<file path="src/hw/rtl/siq_pkg.sv">
// shared types and constants for the sorted insert queue
`timescale 1ns / 1ps
`default_nettype none

package siq_pkg;

	// number of records the store holds
	localparam int DEPTH = 32;
	localparam int CNT_W = $clog2(DEPTH + 1);

	// field widths
	localparam int KEY_W  = 48;
	localparam int LEN_W  = 31;
	localparam int FID_W  = 31;
	localparam int FOFF_W = 48;
	localparam int OCC_W  = 6;
	localparam int KIND_W = 2;

	// stream widths
	localparam int S_TDATA_W = 160;
	localparam int M_TDATA_W = 168;
	localparam int M_TUSER_W = 3;

	// command codes
	localparam logic OP_INSERT = 1'b0;
	localparam logic OP_DRAIN  = 1'b1;

	// result kinds
	localparam logic [KIND_W-1:0] KIND_ACK   = 2'd0;
	localparam logic [KIND_W-1:0] KIND_ENTRY = 2'd1;
	localparam logic [KIND_W-1:0] KIND_EMPTY = 2'd2;

	typedef struct packed {
		logic [KEY_W-1:0]  key;
		logic [LEN_W-1:0]  length;
		logic [FID_W-1:0]  file_id;
		logic [FOFF_W-1:0] foff;
	} rec_t;

	typedef struct packed {
		logic op;
		rec_t rec;
	} cmd_t;

	typedef struct packed {
		logic [KIND_W-1:0] kind;
		logic              rejected;
		rec_t              rec;
		logic [OCC_W-1:0]  occupancy;
		logic              last;
	} res_t;

endpackage

`default_nettype wire

</file>
<file path="src/hw/rtl/siq_front.sv">
// front end: input beat register and command classification
`timescale 1ns / 1ps
`default_nettype none

module siq_front import siq_pkg::*; (
	input  wire logic                 clk,
	input  wire logic                 arst_n,
	input  wire logic                 s_tvalid,
	output logic                      s_tready,
	input  wire logic [S_TDATA_W-1:0] s_tdata,
	input  wire logic [0:0]           s_tuser,
	output logic                      push_valid,
	input  wire logic                 push_ready,
	output cmd_t                      push_cmd
);

	logic v_s1;
	cmd_t cmd_s1;
	cmd_t cmd_in;

	// unpack the beat and tag it as insert or drain
	always_comb begin
		cmd_in.op              = (s_tuser[0] == OP_DRAIN) ? OP_DRAIN : OP_INSERT;
		cmd_in.rec.key         = s_tdata[47:0];
		cmd_in.rec.length      = s_tdata[78:48];
		cmd_in.rec.file_id     = s_tdata[109:79];
		cmd_in.rec.foff        = s_tdata[157:110];
		// a drain carries no record
		if (cmd_in.op == OP_DRAIN) begin
			cmd_in.rec = '0;
		end
	end

	assign s_tready   = !v_s1 || push_ready;
	assign push_valid = v_s1;
	assign push_cmd   = cmd_s1;

	// stage valid
	always_ff @(posedge clk or negedge arst_n) begin
		if (!arst_n) begin
			v_s1 <= 1'b0;
		end else if (s_tready) begin
			v_s1 <= s_tvalid;
		end
	end

	// stage payload
	always_ff @(posedge clk) begin
		if (s_tready && s_tvalid) begin
			cmd_s1 <= cmd_in;
		end
	end

endmodule

`default_nettype wire

</file>
<file path="config.mk">
export PLATFORM = sky130hd
export DESIGN_NAME = siq_front
export DESIGN_NICKNAME = d
export VERILOG_FILES = /design/src/hw/rtl/siq_pkg.sv /design/src/hw/rtl/siq_front.sv
export SDC_FILE = /design/constraint.sdc
export NUM_CORES = 1
export LEC_CHECK = 0
export BUFFER_PORTS_ARGS = -buffer_cell sky130_fd_sc_hd__buf_2
export CAP_MARGIN = 20
export CORE_ASPECT_RATIO = 0.8
export CORE_MARGIN = 5
export CORE_UTILIZATION = 40
export CTS_CLUSTER_SIZE = 10
export DETAILED_ROUTE_END_ITERATION = 10
export GPL_ROUTABILITY_DRIVEN = 0
export PLACE_DENSITY = 0.73
export SLEW_MARGIN = 20
export SYNTH_ARGS = -nofsm -noshare
export SYNTH_HDL_FRONTEND = slang
export SYNTH_SLANG_ARGS = --single-unit
</file>
<file path="constraint.sdc">
create_clock -name clk -period 5.9 [get_ports clk]
set_clock_uncertainty 0.15 [all_clocks]
set_input_delay 0.295 -clock clk [delete_from_list [all_inputs] [get_ports clk]]
set_output_delay 0.295 -clock clk [all_outputs]
set_load 0.03 [all_outputs]
</file>
==> results.txt <==
- Fraction of power spent switching nets: 24.2%
- The routed design uses about 1500 um of met3 wire.
- On the critical path, the stage with the largest delay is an instance of sky130_fd_sc_hd__and2_4.
- Total Neg Setup Slack: 0 ns
- Using the TritonRoute via totals, the vias-per-cell ratio works out to between 4 and 5.
* Initial Utilization: between 40% and 50%
* Setup bufs post-CTS: 0
- At the pin with the least slew margin, the transition time is 1.03 ns.
* Max-slew violation count: 0
* Latest clock arrival within the worst-skew pair: between 0.4 and 0.5 ns
* Highest fanout seen on the critical path: 81
* Final Hold Vio Count: 0
- Startpoint type of the worst setup path: register
- Counting along the longest clock path gives a buffer depth of 2.
- Arrival time reported for the critical path endpoint: between 2 and 2.5 ns
- Top library cells by usage in the layout, fill and taps aside: sky130_fd_sc_hd__buf_2 (322), sky130_fd_sc_hd__edfxtp_1 (159), sky130_fd_sc_hd__nor2b_1 (158)
- Clock tree root driver cell: sky130_fd_sc_hd__clkbuf_16
* Number of buffer cells added on primary ports: 323
- Critical Path Max Stage Delay: 0.80 ns
- Cells taking the most area after synthesis: sky130_fd_sc_hd__edfxtp_1 (81%), sky130_fd_sc_hd__nor2b_1 (17%), sky130_fd_sc_hd__buf_2 (1.3%)
* Number of synthesized register bits: 160
- Max rail drop VDD: roughly 0.00022 V
* Routed length on met2: around 7400 um
- Static timing analysis puts the maximum clock frequency at 414 MHz.
- Flop pwr share: between 40% and 50%
* Top cell family by delay on the critical path: simple AND/OR/NAND/NOR gates
- Yosys warns: 0
* Number of standard cells after synthesis: 338
- Post-layout net count: about 840
- Number of failing setup endpoints in the final timing report: 0
* Congestion Overflow GR: 0
- Max-cap violations: 0
- Switching power summed over all nets: slightly below 700 uW
- Dividing the detail-routed wire length by the instance count gives between 15 and 20 um.
* Result of the run: completed
- Per report_power, the combinational group accounts for between 10% and 20% of the total.
* Remaining design rule violation count: 0
- Data required time of the critical path: around 5.8 ns
- Global routing used roughly 17% of the available tracks.
* Crit path capture type: register
* Ratio of total power to cell area: around 330 mW/mm^2
- The synthesized design spends more area on one cell type than any other, namely sky130_fd_sc_hd__edfxtp_1.
* Antenna Violating Nets Remaining: 0
* Die width: around 150 um
- Area share of the largest cell type after synthesis: 81.0%
- Internal power comes to 2.11 mW.
- Cell-by-cell listing of the critical path: nand2b_1, and2_4, buf_12
- The die is approximately 120 um tall.
* H-tree levels: 4
* CTS tree: yes
- The first detailed-routing pass ran for 4 iterations.
- Clock share of power: approximately two fifths
- The tightest min-delay check is of the input port to register type.
- Crit path kind: register to register
- Synth Net Count: 503
- The post-route netlist has 52.0% of its cells at a drive strength greater than 1.
- Core box area: 0.0143 mm^2
- Counting both buffers and inverters, the worst setup path holds a total of 1.
- Routed wire length: around 15000 um
- Final Cycle Share: around 40%
- Initial antenna violation count: 2
- Total die area: around 0.017 mm^2
* CTS buffer count: 17
- Per-instance average area after synthesis: around 17 um^2
- Summed instance area of the synthesized netlist: slightly below 0.006 mm^2
- Total number of clock tree sinks: between 150 and 200
* Register area share after synthesis: approximately four fifths
* RSZ-0062 raised after global routing: false
* Final Util: between 50% and 60%
- Most common cell after layout, fill and taps aside: sky130_fd_sc_hd__buf_2
- Worst slew margin relative to its limit: between 30% and 40%
* Via count of the first global-routing pass: a little over 4000
* Global-route wire length before repair: 22500 um
- Detailed placer's ending HPWL: between 10000 and 15000 um
- Post-synthesis to final-layout area growth: 41.5%
* Number of resized instances in the post-cts repair step: 0
- Total leakage power: between 3 and 4 nW
- Total routed wire length on the met1 layer: 5410 um
- Number of violations reported at the end of detailed-routing iteration 0: roughly 190
- In this run the count of I/O pins placed on the die edge is roughly 330.
- Period minus WS final: around 2.4 ns
- Across all layers, the routed design uses approximately 3800 vias.
- The repair_antennas step left the layout with diodes totalling 0.
- Clock transition at the register clock pins on the worst setup and hold paths after CTS: around 0.060 ns
- The number of different library cells used by synthesis comes to 7.
- Pin count of the biggest net entering global routing: a little over 90
- Highest routing layer actually used: met5
- Total number of placement rows: 39
[path summary, 6_finish.rpt]
| check | startpoint | to | slack, ns | cells after the start |
|---|---|---|---|---|
| max | push_valid$_DFFE_PN0P_ | push_cmd[98]$_SDFFCE_PP0P_ | 3.49 | 3 |
| min | s_tdata[17] | push_cmd[127]$_SDFFCE_PP0P_ | 0.02 | 2 |
| max reg2reg | push_valid$_DFFE_PN0P_ | push_cmd[98]$_SDFFCE_PP0P_ | 3.49 | 3 |
| min reg2reg | push_valid$_DFFE_PN0P_ | push_valid$_DFFE_PN0P_ | 0.45 | 2 |
| max in group asynchronous | arst_n | push_valid$_DFFE_PN0P_ | 4.92 | 3 |
| min in group asynchronous | arst_n | push_valid$_DFFE_PN0P_ | 0.59 | 3 |
[synthesized netlist by cell type]
master and instances:
sky130_fd_sc_hd__and2_1 1, sky130_fd_sc_hd__edfxtp_1 159, sky130_fd_sc_hd__dfrtp_1 1, sky130_fd_sc_hd__buf_4 2, sky130_fd_sc_hd__nor2b_1 158, sky130_fd_sc_hd__nand2b_1 2
sky130_fd_sc_hd__buf_2 15
[worst register-to-register path: stages, from the launching register on]
cell and delay, ns:
sky130_fd_sc_hd__dfrtp_1 0.39, sky130_fd_sc_hd__nand2b_1 0.13, sky130_fd_sc_hd__and2_4 0.80, sky130_fd_sc_hd__buf_12 0.52
[flip-flops by register name (all words and copies together) (netlist names)]
name / cells
push_cmd: 159
push_valid: 1
[cell families (layout without fill, tap and decap cells)]
logic type | count (synthesis) | count (layout) | share of synthesized area [%]
simple gates | 161 | 161 | 17.1
flops | 160 | 160 | 81.4
buf+inv | 17 | 363 | 1.53
[power by group through the flow]
| stage | Clock (mW) | Combinational [mW] | Sequential (mW) |
|---|---|---|---|
| floorplan | 0 | 0.0729 | 1.51 |
| finish | 1.10 | 0.337 | 1.35 |
| global placement | 0 | 0.332 | 1.37 |
| detailed placement | 0 | 0.339 | 1.37 |
| global route | 1.18 | 0.361 | 1.35 |
| CTS | 1.12 | 0.342 | 1.35 |
[per-stage QoR]
step           total power, mW  hold slack [ns]  setup slack, ns  instances  area, um^2
3_5_place_dp              1.71          -0.0756             3.49        830        7690
2_1_floorplan             1.59           -0.151            0.701        338        5900
3_3_place_gp              1.70          -0.0793             3.59        830        7690
6_report                  2.78           0.0229             3.49        868        8340
5_1_grt                   2.90          0.00180             3.34        868        8340
4_1_cts                   2.81         0.000384             3.50        866        8320
[what timing repair did]
item | CTS | global route
setup endpoints to repair | 0 | 0
hold buffers | 4 | 2
hold endpoints to repair | 4 | 2
[final cells by class]
class / instances / area [um^2]
Clock inverter: 13 / 164
Sequential cell: 160 / 4800
Multi-Input combinational cell: 161 / 1010
Clock buffer: 19 / 433
Fill cell: 1154 / 6000
Tap cell: 184 / 230
Timing Repair Buffer: 331 / 1710
[per-layer routing]
metal  vias to the layer above  global-route usage, %
met2                       192                   27.7
met4                         4                   5.71
li1                       1841                      -
met3                        24                   8.61
met5                         -                      0
met1                      1787                   18.3
Power figures use the tool's default switching activity.
