File: src/hw/rtl/siq_pkg.sv
// shared types and constants for the sorted insert queue
`timescale 1ns / 1ps
`default_nettype none

package siq_pkg;

	// number of records the store holds
	localparam int DEPTH = 32;
	localparam int CNT_W = $clog2(DEPTH + 1);

	// field widths
	localparam int KEY_W  = 48;
	localparam int LEN_W  = 31;
	localparam int FID_W  = 31;
	localparam int FOFF_W = 48;
	localparam int OCC_W  = 6;
	localparam int KIND_W = 2;

	// stream widths
	localparam int S_TDATA_W = 160;
	localparam int M_TDATA_W = 168;
	localparam int M_TUSER_W = 3;

	// command codes
	localparam logic OP_INSERT = 1'b0;
	localparam logic OP_DRAIN  = 1'b1;

	// result kinds
	localparam logic [KIND_W-1:0] KIND_ACK   = 2'd0;
	localparam logic [KIND_W-1:0] KIND_ENTRY = 2'd1;
	localparam logic [KIND_W-1:0] KIND_EMPTY = 2'd2;

	typedef struct packed {
		logic [KEY_W-1:0]  key;
		logic [LEN_W-1:0]  length;
		logic [FID_W-1:0]  file_id;
		logic [FOFF_W-1:0] foff;
	} rec_t;

	typedef struct packed {
		logic op;
		rec_t rec;
	} cmd_t;

	typedef struct packed {
		logic [KIND_W-1:0] kind;
		logic              rejected;
		rec_t              rec;
		logic [OCC_W-1:0]  occupancy;
		logic              last;
	} res_t;

endpackage

`default_nettype wire

File: src/hw/rtl/siq_cmd_queue.sv
// two-entry command queue between front and back
`timescale 1ns / 1ps
`default_nettype none

module siq_cmd_queue import siq_pkg::*; (
	input  wire logic clk,
	input  wire logic arst_n,
	input  wire logic push_valid,
	output logic      push_ready,
	input  cmd_t      push_cmd,
	output logic      pop_valid,
	input  wire logic pop,
	output cmd_t      pop_cmd
);

	cmd_t       mem_q [2];
	logic       wr_ptr_q;
	logic       rd_ptr_q;
	logic [1:0] fill_q;
	logic       do_push;
	logic       do_pop;

	assign push_ready = (fill_q != 2'd2);
	assign pop_valid  = (fill_q != 2'd0);
	assign pop_cmd    = mem_q[rd_ptr_q];
	assign do_push    = push_valid && push_ready;
	assign do_pop     = pop && pop_valid;

	// pointers and fill level
	always_ff @(posedge clk or negedge arst_n) begin
		if (!arst_n) begin
			wr_ptr_q <= 1'b0;
			rd_ptr_q <= 1'b0;
			fill_q   <= 2'd0;
		end else begin
			if (do_push) begin
				wr_ptr_q <= !wr_ptr_q;
			end
			if (do_pop) begin
				rd_ptr_q <= !rd_ptr_q;
			end
			if (do_push && !do_pop) begin
				fill_q <= fill_q + 2'd1;
			end else if (!do_push && do_pop) begin
				fill_q <= fill_q - 2'd1;
			end
		end
	end

	// storage
	always_ff @(posedge clk) begin
		if (do_push) begin
			mem_q[wr_ptr_q] <= push_cmd;
		end
	end

endmodule

`default_nettype wire

File: config.mk
export PLATFORM = sky130hd
export DESIGN_NAME = siq_cmd_queue
export DESIGN_NICKNAME = d
export VERILOG_FILES = /design/src/hw/rtl/siq_pkg.sv /design/src/hw/rtl/siq_cmd_queue.sv
export SDC_FILE = /design/constraint.sdc
export NUM_CORES = 1
export LEC_CHECK = 0
export BUFFER_PORTS_ARGS = -buffer_cell sky130_fd_sc_hd__buf_4
export CAP_MARGIN = 40
export CORE_AREA = 2 2 223 225
export CTS_CLUSTER_SIZE = 20
export DETAILED_ROUTE_END_ITERATION = 6
export DIE_AREA = 0 0 225 227
export PLACE_DENSITY = 0.45
export SLEW_MARGIN = 25
export SYNTH_ARGS = -nofsm -noshare
export SYNTH_HDL_FRONTEND = slang
export SYNTH_SLANG_ARGS = --single-unit
File: constraint.sdc
create_clock -name clk -period 11.4 [get_ports clk]
set_input_delay 1.14 -clock clk [delete_from_list [all_inputs] [get_ports clk]]
set_output_delay 1.14 -clock clk [all_outputs]
set_load 0.005 [all_outputs]
==> results of run 1 <==
-- cells by family after synthesis --
group / Yosys count
and+or+nand+nor: 7
DFF: 322
adders and majority gates: 1
buffers and inverters: 19
muxes: 159
xor gates and xnor gates: 5
-- how the worst max path moves through the flow --
stage | end | slack [ns] | depth (start not counted) | from
after floorplan | mem_q[0][0]$_DFFE_PP_ | 2.89 | 2 | push_valid
after global placement | pop_cmd[5] | 7.53 | 4 | rd_ptr_q$_DFFE_PN0P_
after detailed placement | pop_cmd[28] | 7.50 | 4 | rd_ptr_q$_DFFE_PN0P_
after CTS | pop_cmd[28] | 6.93 | 4 | rd_ptr_q$_DFFE_PN0P_
after global routing | pop_cmd[9] | 7.06 | 5 | rd_ptr_q$_DFFE_PN0P_
final | pop_cmd[28] | 7.24 | 5 | rd_ptr_q$_DFFE_PN0P_
-- per-layer routing --
metal  wire (um)  vias to the layer above
li1            -                     2746
met1       10900                     2959
met2       13100                      194
met3        2460                       44
met4         718                        0
met5           0                        -
-- cells in the mapped netlist --
cell	count	area, sq um
nand2_1	2	7.51
xor2_1	2	17.5
buf_2	6	30.0
xnor2_1	3	26.3
or2_2	1	6.26
edfxtp_1	318	9550
dfrtp_1	4	100
nand2b_1	1	6.26
mux2_2	59	664
buf_6	12	135
ha_1	1	12.5
mux2_4	100	1500
nor2_1	2	7.51
inv_1	1	3.75
and3_1	1	6.26
-- metrics by stage --
step                      hold slack, ns  setup WS [ns]  std cells  cell area (sq um)  power, uW
final                              0.403           7.24       1515              16300       4070
after detailed placement           0.476           7.50       1451              15300       3080
after CTS                          0.355           6.93       1514              16300       4170
after floorplan                    0.456           2.89        513              12100       2490
after global routing               0.362           7.06       1515              16300       4300
after global placement             0.473           7.53       1448              15200       3060
-- power by group --
| part | total [uW] | internal, uW | leakage [uW] | switching [uW] |
|---|---|---|---|---|
| Sequential | 1700 | 1620 | 0.00300 | 79.5 |
| Combinational | 1320 | 747 | 0.00274 | 572 |
| Clock | 1060 | 617 | 0.000508 | 440 |
-- sequential cells by signal, summed over array words and instances (netlist names) --
register	flops
fill_q	2
mem_q	318
rd_ptr_q	1
wr_ptr_q	1
-- layout make-up --
class                      instances  area (sq um)  share of cell area
clock buffer                      50           975              0.0596
clock inverter                    13          81.3             0.00498
inverter                           1          3.75            0.000230
multi-input combinational        172          2270               0.139
sequential                       322          9650               0.591
tap                              622           778              0.0476
timing repair buffer             335          2590               0.158
-- worst register-to-register path, cell delays in order (launching register included) --
cell	delay, ns
dfrtp_1	0.40
nand2b_1	0.17
nand2_1	0.14
nor2_4	0.54
buf_4	0.53
buf_4	0.74
==> flow_summary_export.csv, run 1 <==
group,metric,value,unit
status,status,"finished, final reports clean",
worst_hold_path,hp-class,"primary input to async pin",
clock_tree,cts_tree,"yes",
critical_path,crit_chain,"buf_4 -> buf_16 -> buf_4 -> mux2_2 -> buf_4",
place,dpl.hpwl,18400,um
critical_path,rr_worst_depth,5,
synth,ys_seq_area_frac,0.799,
routing,routed_wl,27100,um
clock_tree,numCtsBuffers,37,
final_layout,layout_commonest_cell,"buf_4",
synth,yosys_warnings,0,
critical_path,crit_path_start_kind,"flop",
floorplanning,ios,324,
grt,gr-usage-met1,0.122,
timing,fin_crit,4.16,ns
routing,routed_via_density,3.92,
grt,grt_pass1_vias,6369,
final_layout,fin_nets,1033,
critical_path,path_buf_inv,4,
grt,gr-usage-met3,0.0447,
routing,drt_iter0_markers,275,
critical_path,slowest_delay,0.69,ns
critical_path,crit_required,10.26,ns
synth,synth_seq_cells,322,
critical_path,cp_top_family,"buffers and inverters",
clock_tree,clkLatencyLatePin,0.52,ns
timing,finalCritPeriodShare,0.365,
critical_path,crit_path_max_fanout,39,
timing,fmax,0.240,GHz
synth,syn-num-nets,677,
power,p_leak,0.00625,uW
routing,drt-wirelength-per-cell,17.9,um
critical_path,critPathKind,"flop to output pin",
synth,synth_top_family_by_area,"multiplexers",
critical_path,cpMostUsedCell,"buf_4",
floorplanning,start_util,0.249,
floorplanning,fp.dieH,227,um
clock_tree,ctsResizeCount,0,
final_layout,antenna_cells,0,
grt,grt_util_met2,0.166,
floorplanning,design.die.area,51100,sq um
final_layout,final_cell_mix,"331 x buf_4, 318 x edfxtp_1, 100 x mux2_4",
final_layout,final_layout_size_suffix_gt1_frac,0.604,
grt,grt.busiest_layer,"met2",
routing,dr_total_vias,5943,
timing,hold_viol_final,0,
synth,syn_inst,513,
grt,grt_max_degree,55,
final_layout,nFillCells,4668,
timing,drv_slew,0,
critical_path,crit_path_end_kind,"output pin",
clock_tree,numClockSinks,322,
place,io_buffers,323,
routing,drt_pass1_iterations,4,
critical_path,timing.rr.start,"fill_q[0]$_DFFE_PN0P_",
final_layout,fin_util,0.337,
synth,synthesis.area,12100,sq um
routing,drc,0,
run,cap_violations,0,
critical_path,reg2reg_to,"mem_q[0][75]$_DFFE_PP_",
critical_path,ff2ff_setup_slack,8.42,ns
critical_path,slowest_stage,"dfrtp_4",
timing,slew_headroom,0.468,
timing,worstMarginPinSlew,0.798,ns
clock_tree,cts.clk_slew.worst_paths,0.06,ns
timing,fin_skew,0.0105,ns
grt,grt_remaining_overflow,0,
synth,syn_avg_cell_area,23.5,sq um
power,ir_drop,0.112,mV
grt,antenna_found_initial,0,
timing,rsz0062_at_grt,"no",
grt,grt_pass1_wl,39000,um
synth,synth_mux_area_frac,0.179,
power,p_per_area,249,nW/um^2
grt,grt.total_usage,0.103,
floorplanning,coreArea,48500,sq um
synth,yosys.area_share.simple,0.00280,
synth,synth_fa_ha_area_frac,0.00104,
synth,ys_types,15,
floorplanning,fp.dieW,225,um
clock_tree,root_buffer,"clkbuf_16",
timing,setup_violations,0,
clock_tree,ctsHoldBuffers,0,
clock_tree,cts_htree_levels,2,
clock_tree,clk_path_buf_depth,3,
timing,setup_tns,0,ns
synth,synth_xor_area_frac,0.00363,
final_layout,syn2layout_area_growth,35.4,%
floorplanning,rows,81,
synth,synth_compound_area_frac,0,
critical_path,cp.arrival,3.02,ns
routing,ant_nets,0,
clock_tree,cts_setup_buffers,0,
place,gp_congestion,0.698,
Note: power is estimated with default switching activity, not from simulation.
==> run 2: changes to the inputs <==
==> constraint.sdc (replaced) <==
create_clock -name clk -period 3.9 [get_ports clk]
set_input_delay 0.39 -clock clk [delete_from_list [all_inputs] [get_ports clk]]
set_output_delay 0.39 -clock clk [all_outputs]
set_load 0.005 [all_outputs]
==> flow_summary_export.csv, run 2 (same netlist as run 1, synthesis figures left out) <==
group,metric,value,unit
status,status,"finished, final reports clean",
critical_path,reg2reg_to,"mem_q[1][112]$_DFFE_PP_",
clock_tree,numCtsBuffers,38,
final_layout,layout_commonest_cell,"buf_4",
timing,setup_tns,0,ns
grt,antenna_found_initial,0,
final_layout,final_cell_mix,"324 x buf_4, 318 x edfxtp_1, 116 x dlygate4sd3_1",
clock_tree,numClockSinks,322,
power,p_clk_frac,0.279,
critical_path,crit_path_start_kind,"flop",
floorplanning,coreArea,48500,sq um
critical_path,timing.rr.start,"fill_q[0]$_DFFE_PN0P_",
power,p_comb_frac,0.320,
clock_tree,cts.clk_slew.worst_paths,0.06,ns
clock_tree,clkLatencyLatePin,0.54,ns
grt,grt_pass1_vias,7076,
worst_hold_path,hp-class,"primary input to flop",
place,dpl.hpwl,17600,um
final_layout,final_layout_size_suffix_gt1_frac,0.538,
clock_tree,cts_htree_levels,2,
clock_tree,ctsResizeCount,0,
critical_path,crit_path_max_fanout,43,
timing,fin_skew,0.0162,ns
critical_path,rr_worst_depth,3,
power,seqPwrFrac,0.401,
routing,routed_via_density,3.91,
grt,grt.total_usage,0.105,
floorplanning,fp.dieW,225,um
final_layout,syn2layout_area_growth,46.5,%
place,dpl_cell_area,15300,sq um
floorplanning,fp.dieH,227,um
worst_hold_path,min_to,"mem_q[0][93]$_DFFE_PP_",
routing,drt_iter0_markers,266,
timing,setup_violations,0,
final_layout,antenna_cells,0,
critical_path,crit_required,3.51,ns
grt,grt_remaining_overflow,0,
routing,drt_pass1_iterations,6,
clock_tree,cts_tree,"yes",
floorplanning,ios,324,
timing,fin_crit,2.75,ns
routing,ant_nets,0,
critical_path,critPathKind,"flop to output pin",
power,intPower,9110,uW
final_layout,fin_area,17700,sq um
place,gp_congestion,0.681,
clock_tree,cts_setup_buffers,0,
routing,routed_wl,27200,um
power,ir_drop,0.334,mV
power,p_leak,0.00681,uW
routing,drt-wirelength-per-cell,16.6,um
grt,grt_max_degree,95,
floorplanning,design.die.area,51100,sq um
critical_path,ff2ff_setup_slack,1.81,ns
power,p_sw,3260,uW
final_layout,largest_reg_flops,318,
clock_tree,clk_path_buf_depth,3,
clock_tree,root_buffer,"clkbuf_16",
routing,dr_total_vias,6381,
timing,rsz0062_at_grt,"no",
floorplanning,rows,81,
run,cap_violations,0,
floorplanning,start_util,0.249,
timing,fmax,0.363,GHz
power,total_power,12400,uW
grt,grt_pass1_wl,40400,um
timing,slew_headroom,0.509,
critical_path,crit_path_end_kind,"output pin",
final_layout,fin_nets,1147,
timing,hold_viol_final,0,
worst_hold_path,holdPathStages,1,
worst_hold_path,hold_path.startpoint,"push_cmd[93]",
final_layout,largestRegisters,"mem_q (318), fill_q (2)",
final_layout,largest_register,"mem_q",
power,p_per_area,699,nW/um^2
final_layout,fin_util,0.364,
place,io_buffers,323,
timing,worstMarginPinSlew,0.736,ns
critical_path,cp.arrival,2.36,ns
power,swShare,0.263,
timing,drv_slew,0,
routing,drc,0,
timing,finalCritPeriodShare,0.706,
-- run 2: routing by layer --
layer,up-vias,GRT usage,part of all wire
met4,0,0.0461,0.028
met3,43,0.0367,0.079
met2,206,0.173,0.48
li1,2991,-,-
met5,-,0,0
met1,3141,0.124,0.41
-- run 2: layout make-up --
type | instances | area (sq um)
clock buffer | 50 | 1060
fill | 4604 | 30900
timing repair buffer | 448 | 3760
tap | 622 | 778
sequential | 322 | 9650
clock inverter | 18 | 164
inverter | 1 | 3.75
multi-input combinational | 172 | 2270
-- run 2: what timing repair did --
item,4_1_cts,5_1_grt
endpoints found under the setup margin,0,0
endpoints found under the hold margin,228,0
hold buffers,116,0
-- run 2: worst max-delay path by stage --
stage / startpoint / endpoint
after global routing: rd_ptr_q$_DFFE_PN0P_ / pop_cmd[101]
after detailed placement: rd_ptr_q$_DFFE_PN0P_ / pop_cmd[27]
after floorplan: fill_q[0]$_DFFE_PN0P_ / mem_q[0][0]$_DFFE_PP_
after CTS: rd_ptr_q$_DFFE_PN0P_ / pop_cmd[27]
final: rd_ptr_q$_DFFE_PN0P_ / pop_cmd[101]
after global placement: rd_ptr_q$_DFFE_PN0P_ / pop_cmd[101]
-- run 2: stage by stage --
step | setup slack, ns | cells | hold slack [ns]
after global placement | 1.58 | 1447 | 0.193
final | 1.15 | 1633 | 0.0431
after floorplan | 0.440 | 513 | 0.0944
after detailed placement | 1.57 | 1448 | 0.194
after CTS | 0.962 | 1632 | 0.0000545
after global routing | 1.03 | 1633 | 0.0108
-- run 2: critical path, cell delays in order, from the launching register on --
cell and delay [ns]:
dfrtp_4 0.66, buf_12 0.27, buf_12 0.35, mux2_4 0.34, buf_4 0.14
-- run 2: power groups by stage --
stage	sequential [uW]	clock (uW)	combinational, uW
2_1_floorplan	4980	0	2170
3_3_place_gp	5100	0	3880
3_5_place_dp	5110	0	3890
4_1_cts	5040	3600	4010
5_1_grt	5030	3720	4290
6_report	4960	3450	3960
==> run 3: changes to the inputs <==
--- a/config.mk
+++ b/config.mk
@@ -11,7 +11,7 @@
 export CTS_CLUSTER_SIZE = 20
 export DETAILED_ROUTE_END_ITERATION = 6
 export DIE_AREA = 0 0 225 227
-export PLACE_DENSITY = 0.45
+export PLACE_DENSITY = 0.46
 export SLEW_MARGIN = 25
 export SYNTH_ARGS = -nofsm -noshare
 export SYNTH_HDL_FRONTEND = slang
==> constraint.sdc (replaced) <==
create_clock -name clk -period 2.5 [get_ports clk]
set_input_delay 0.25 -clock clk [delete_from_list [all_inputs] [get_ports clk]]
set_output_delay 0.25 -clock clk [all_outputs]
set_load 0.005 [all_outputs]
==> flow_summary_export.csv, run 3 (same netlist as run 1, synthesis figures left out) <==
group,metric,value,unit
status,status,"finished, final reports clean",
power,p_comb_frac,0.345,
final_layout,final_cell_mix,"329 x buf_4, 318 x edfxtp_1, 162 x dlygate4sd3_1",
critical_path,rr_worst_depth,3,
timing,worst_hold_slack,0.0783,ns
final_layout,syn2layout_area_growth,49.8,%
clock_tree,ctsResizeCount,0,
power,p_sw,5090,uW
final_layout,largest_reg_flops,318,
final_layout,largestRegisters,"mem_q (318), fill_q (2)",
timing,worstMarginPinSlew,0.567,ns
timing,drv_slew,0,
timing,setup_violations,0,
critical_path,path_buf_inv,3,
floorplanning,design.die.area,51100,sq um
critical_path,crit_path_start_kind,"flop",
clock_tree,cts_tree,"yes",
routing,routed_via_density,3.93,
floorplanning,rows,81,
place,io_buffers,323,
final_layout,fin_util,0.372,
timing,fin_crit,2.21,ns
final_layout,largest_register,"mem_q",
timing,slew_headroom,0.622,
grt,antenna_found_initial,3,
power,seqPwrFrac,0.405,
critical_path,critPathKind,"flop to output pin",
floorplanning,fp.dieH,227,um
timing,fin_skew,0.00800,ns
power,p_clk_frac,0.250,
critical_path,slowest_stage,"dfrtp_4",
grt,grt_max_degree,81,
routing,ant_nets,0,
clock_tree,cts.clk_slew.worst_paths,0.05,ns
critical_path,slowest_delay,0.45,ns
routing,drc,0,
power,p_per_area,1040,nW/um^2
routing,drt-wirelength-per-cell,16.4,um
clock_tree,clkLatencyLatePin,0.52,ns
routing,dr_total_vias,6618,
worst_hold_path,hp-class,"primary input to async pin",
floorplanning,start_util,0.249,
grt,grt_pass1_vias,7144,
timing,finalCritPeriodShare,0.885,
final_layout,final_layout_size_suffix_gt1_frac,0.519,
critical_path,cp.arrival,1.96,ns
grt,grt_remaining_overflow,0,
power,ir_drop,0.535,mV
clock_tree,cts_htree_levels,2,
critical_path,crit_required,2.25,ns
place,gp_congestion,0.657,
critical_path,crit_path_max_fanout,35,
timing,fmax,0.452,GHz
clock_tree,numClockSinks,322,
floorplanning,coreArea,48500,sq um
clock_tree,clk_path_buf_depth,3,
critical_path,crit_chain,"buf_12 -> buf_12 -> mux2_2 -> buf_4",
routing,drt_pass1_iterations,4,
critical_path,ff2ff_setup_slack,0.73,ns
place,dpl.hpwl,17700,um
run,cap_violations,0,
floorplanning,fp.dieW,225,um
clock_tree,root_buffer,"clkbuf_16",
timing,hold_viol_final,0,
power,intPower,13800,uW
final_layout,fin_nets,1200,
clock_tree,numCtsBuffers,36,
grt,grt.total_usage,0.105,
critical_path,crit_path_end_kind,"output pin",
floorplanning,ios,324,
routing,drt_iter0_markers,307,
critical_path,reg2reg_to,"mem_q[1][83]$_DFFE_PP_",
power,total_power,18900,uW
timing,rsz0062_at_grt,"no",
power,swShare,0.270,
critical_path,cpMostUsedCell,"buf_12",
routing,routed_wl,27600,um
critical_path,cp_top_family,"buffers and inverters",
critical_path,timing.rr.start,"fill_q[0]$_DFFE_PN0P_",
final_layout,layout_commonest_cell,"buf_4",
power,p_leak,0.00698,uW
timing,setup_tns,0,ns
grt,grt_pass1_wl,40700,um
==> run 3: changes by cell type in the layout (fill, tap and decap cells not counted), moves of 3 or more <==
cell and change:
clkbuf_16 -4, bufinv_16 -3, buf_4 +5, dlygate4sd3_1 +46, clkinv_2 +4, buf_12 +5
==> run 3: metal layers <==
metal / wire, um / up-vias / GRT usage
met5: 23 / - / 0
met4: 969 / 4 / 0.0491
met3: 1950 / 55 / 0.0348
met2: 13400 / 199 / 0.174
met1: 11200 / 3270 / 0.124
li1: - / 3090 / -
==> run 3: per-stage QoR <==
step                cells  setup slack, ns  instance area [sq um]
floorplan             513           -0.876                  12100
global placement     1458            0.669                  15400
detailed placement   1458            0.668                  15400
CTS                  1681            0.205                  18100
global route         1682            0.184                  18100
finish               1682            0.287                  18100
==> run 3: worst max path at each step <==
stage	from	endpoint	cells past startpoint
detailed placement	fill_q[0]$_DFFE_PN0P_	mem_q[1][0]$_DFFE_PP_	3
global route	rd_ptr_q$_DFFE_PN0P_	pop_cmd[33]	3
finish	rd_ptr_q$_DFFE_PN0P_	pop_cmd[12]	4
CTS	rd_ptr_q$_DFFE_PN0P_	pop_cmd[12]	4
floorplan	fill_q[0]$_DFFE_PN0P_	mem_q[0][0]$_DFFE_PP_	3
global placement	fill_q[0]$_DFFE_PN0P_	mem_q[1][0]$_DFFE_PP_	3
==> run 3: cell type report <==
class	instances	area, sq um
tap	622	778
timing repair buffer	503	4330
multi-input combinational	172	2280
sequential	322	9650
clock inverter	15	68.8
fill	4583	30500
clock buffer	46	960
inverter	1	3.75
antenna	1	2.50
==> run 3: worst reg2reg max path, delay by kind of cell (launching register included) <==
family | cells | cell delay [ns]
flip-flops | 1 | 0.41
AND/OR/NAND/NOR | 2 | 0.74
buffers and inverters | 1 | 0.32
==> run 3: timing repair <==
item / CTS / global route
setup buffers: 0 / 0
hold buffers: 162 / 0
endpoints found under the hold margin: 324 / 0
==> run 3: power groups by stage <==
stage,Clock [uW],Combinational [uW],Sequential (uW)
6_report,4720,6510,7640
5_1_grt,5120,7040,7750
4_1_cts,4950,6740,7660
3_5_place_dp,0,6500,7770
3_3_place_gp,0,6530,7720
2_1_floorplan,0,3410,7780
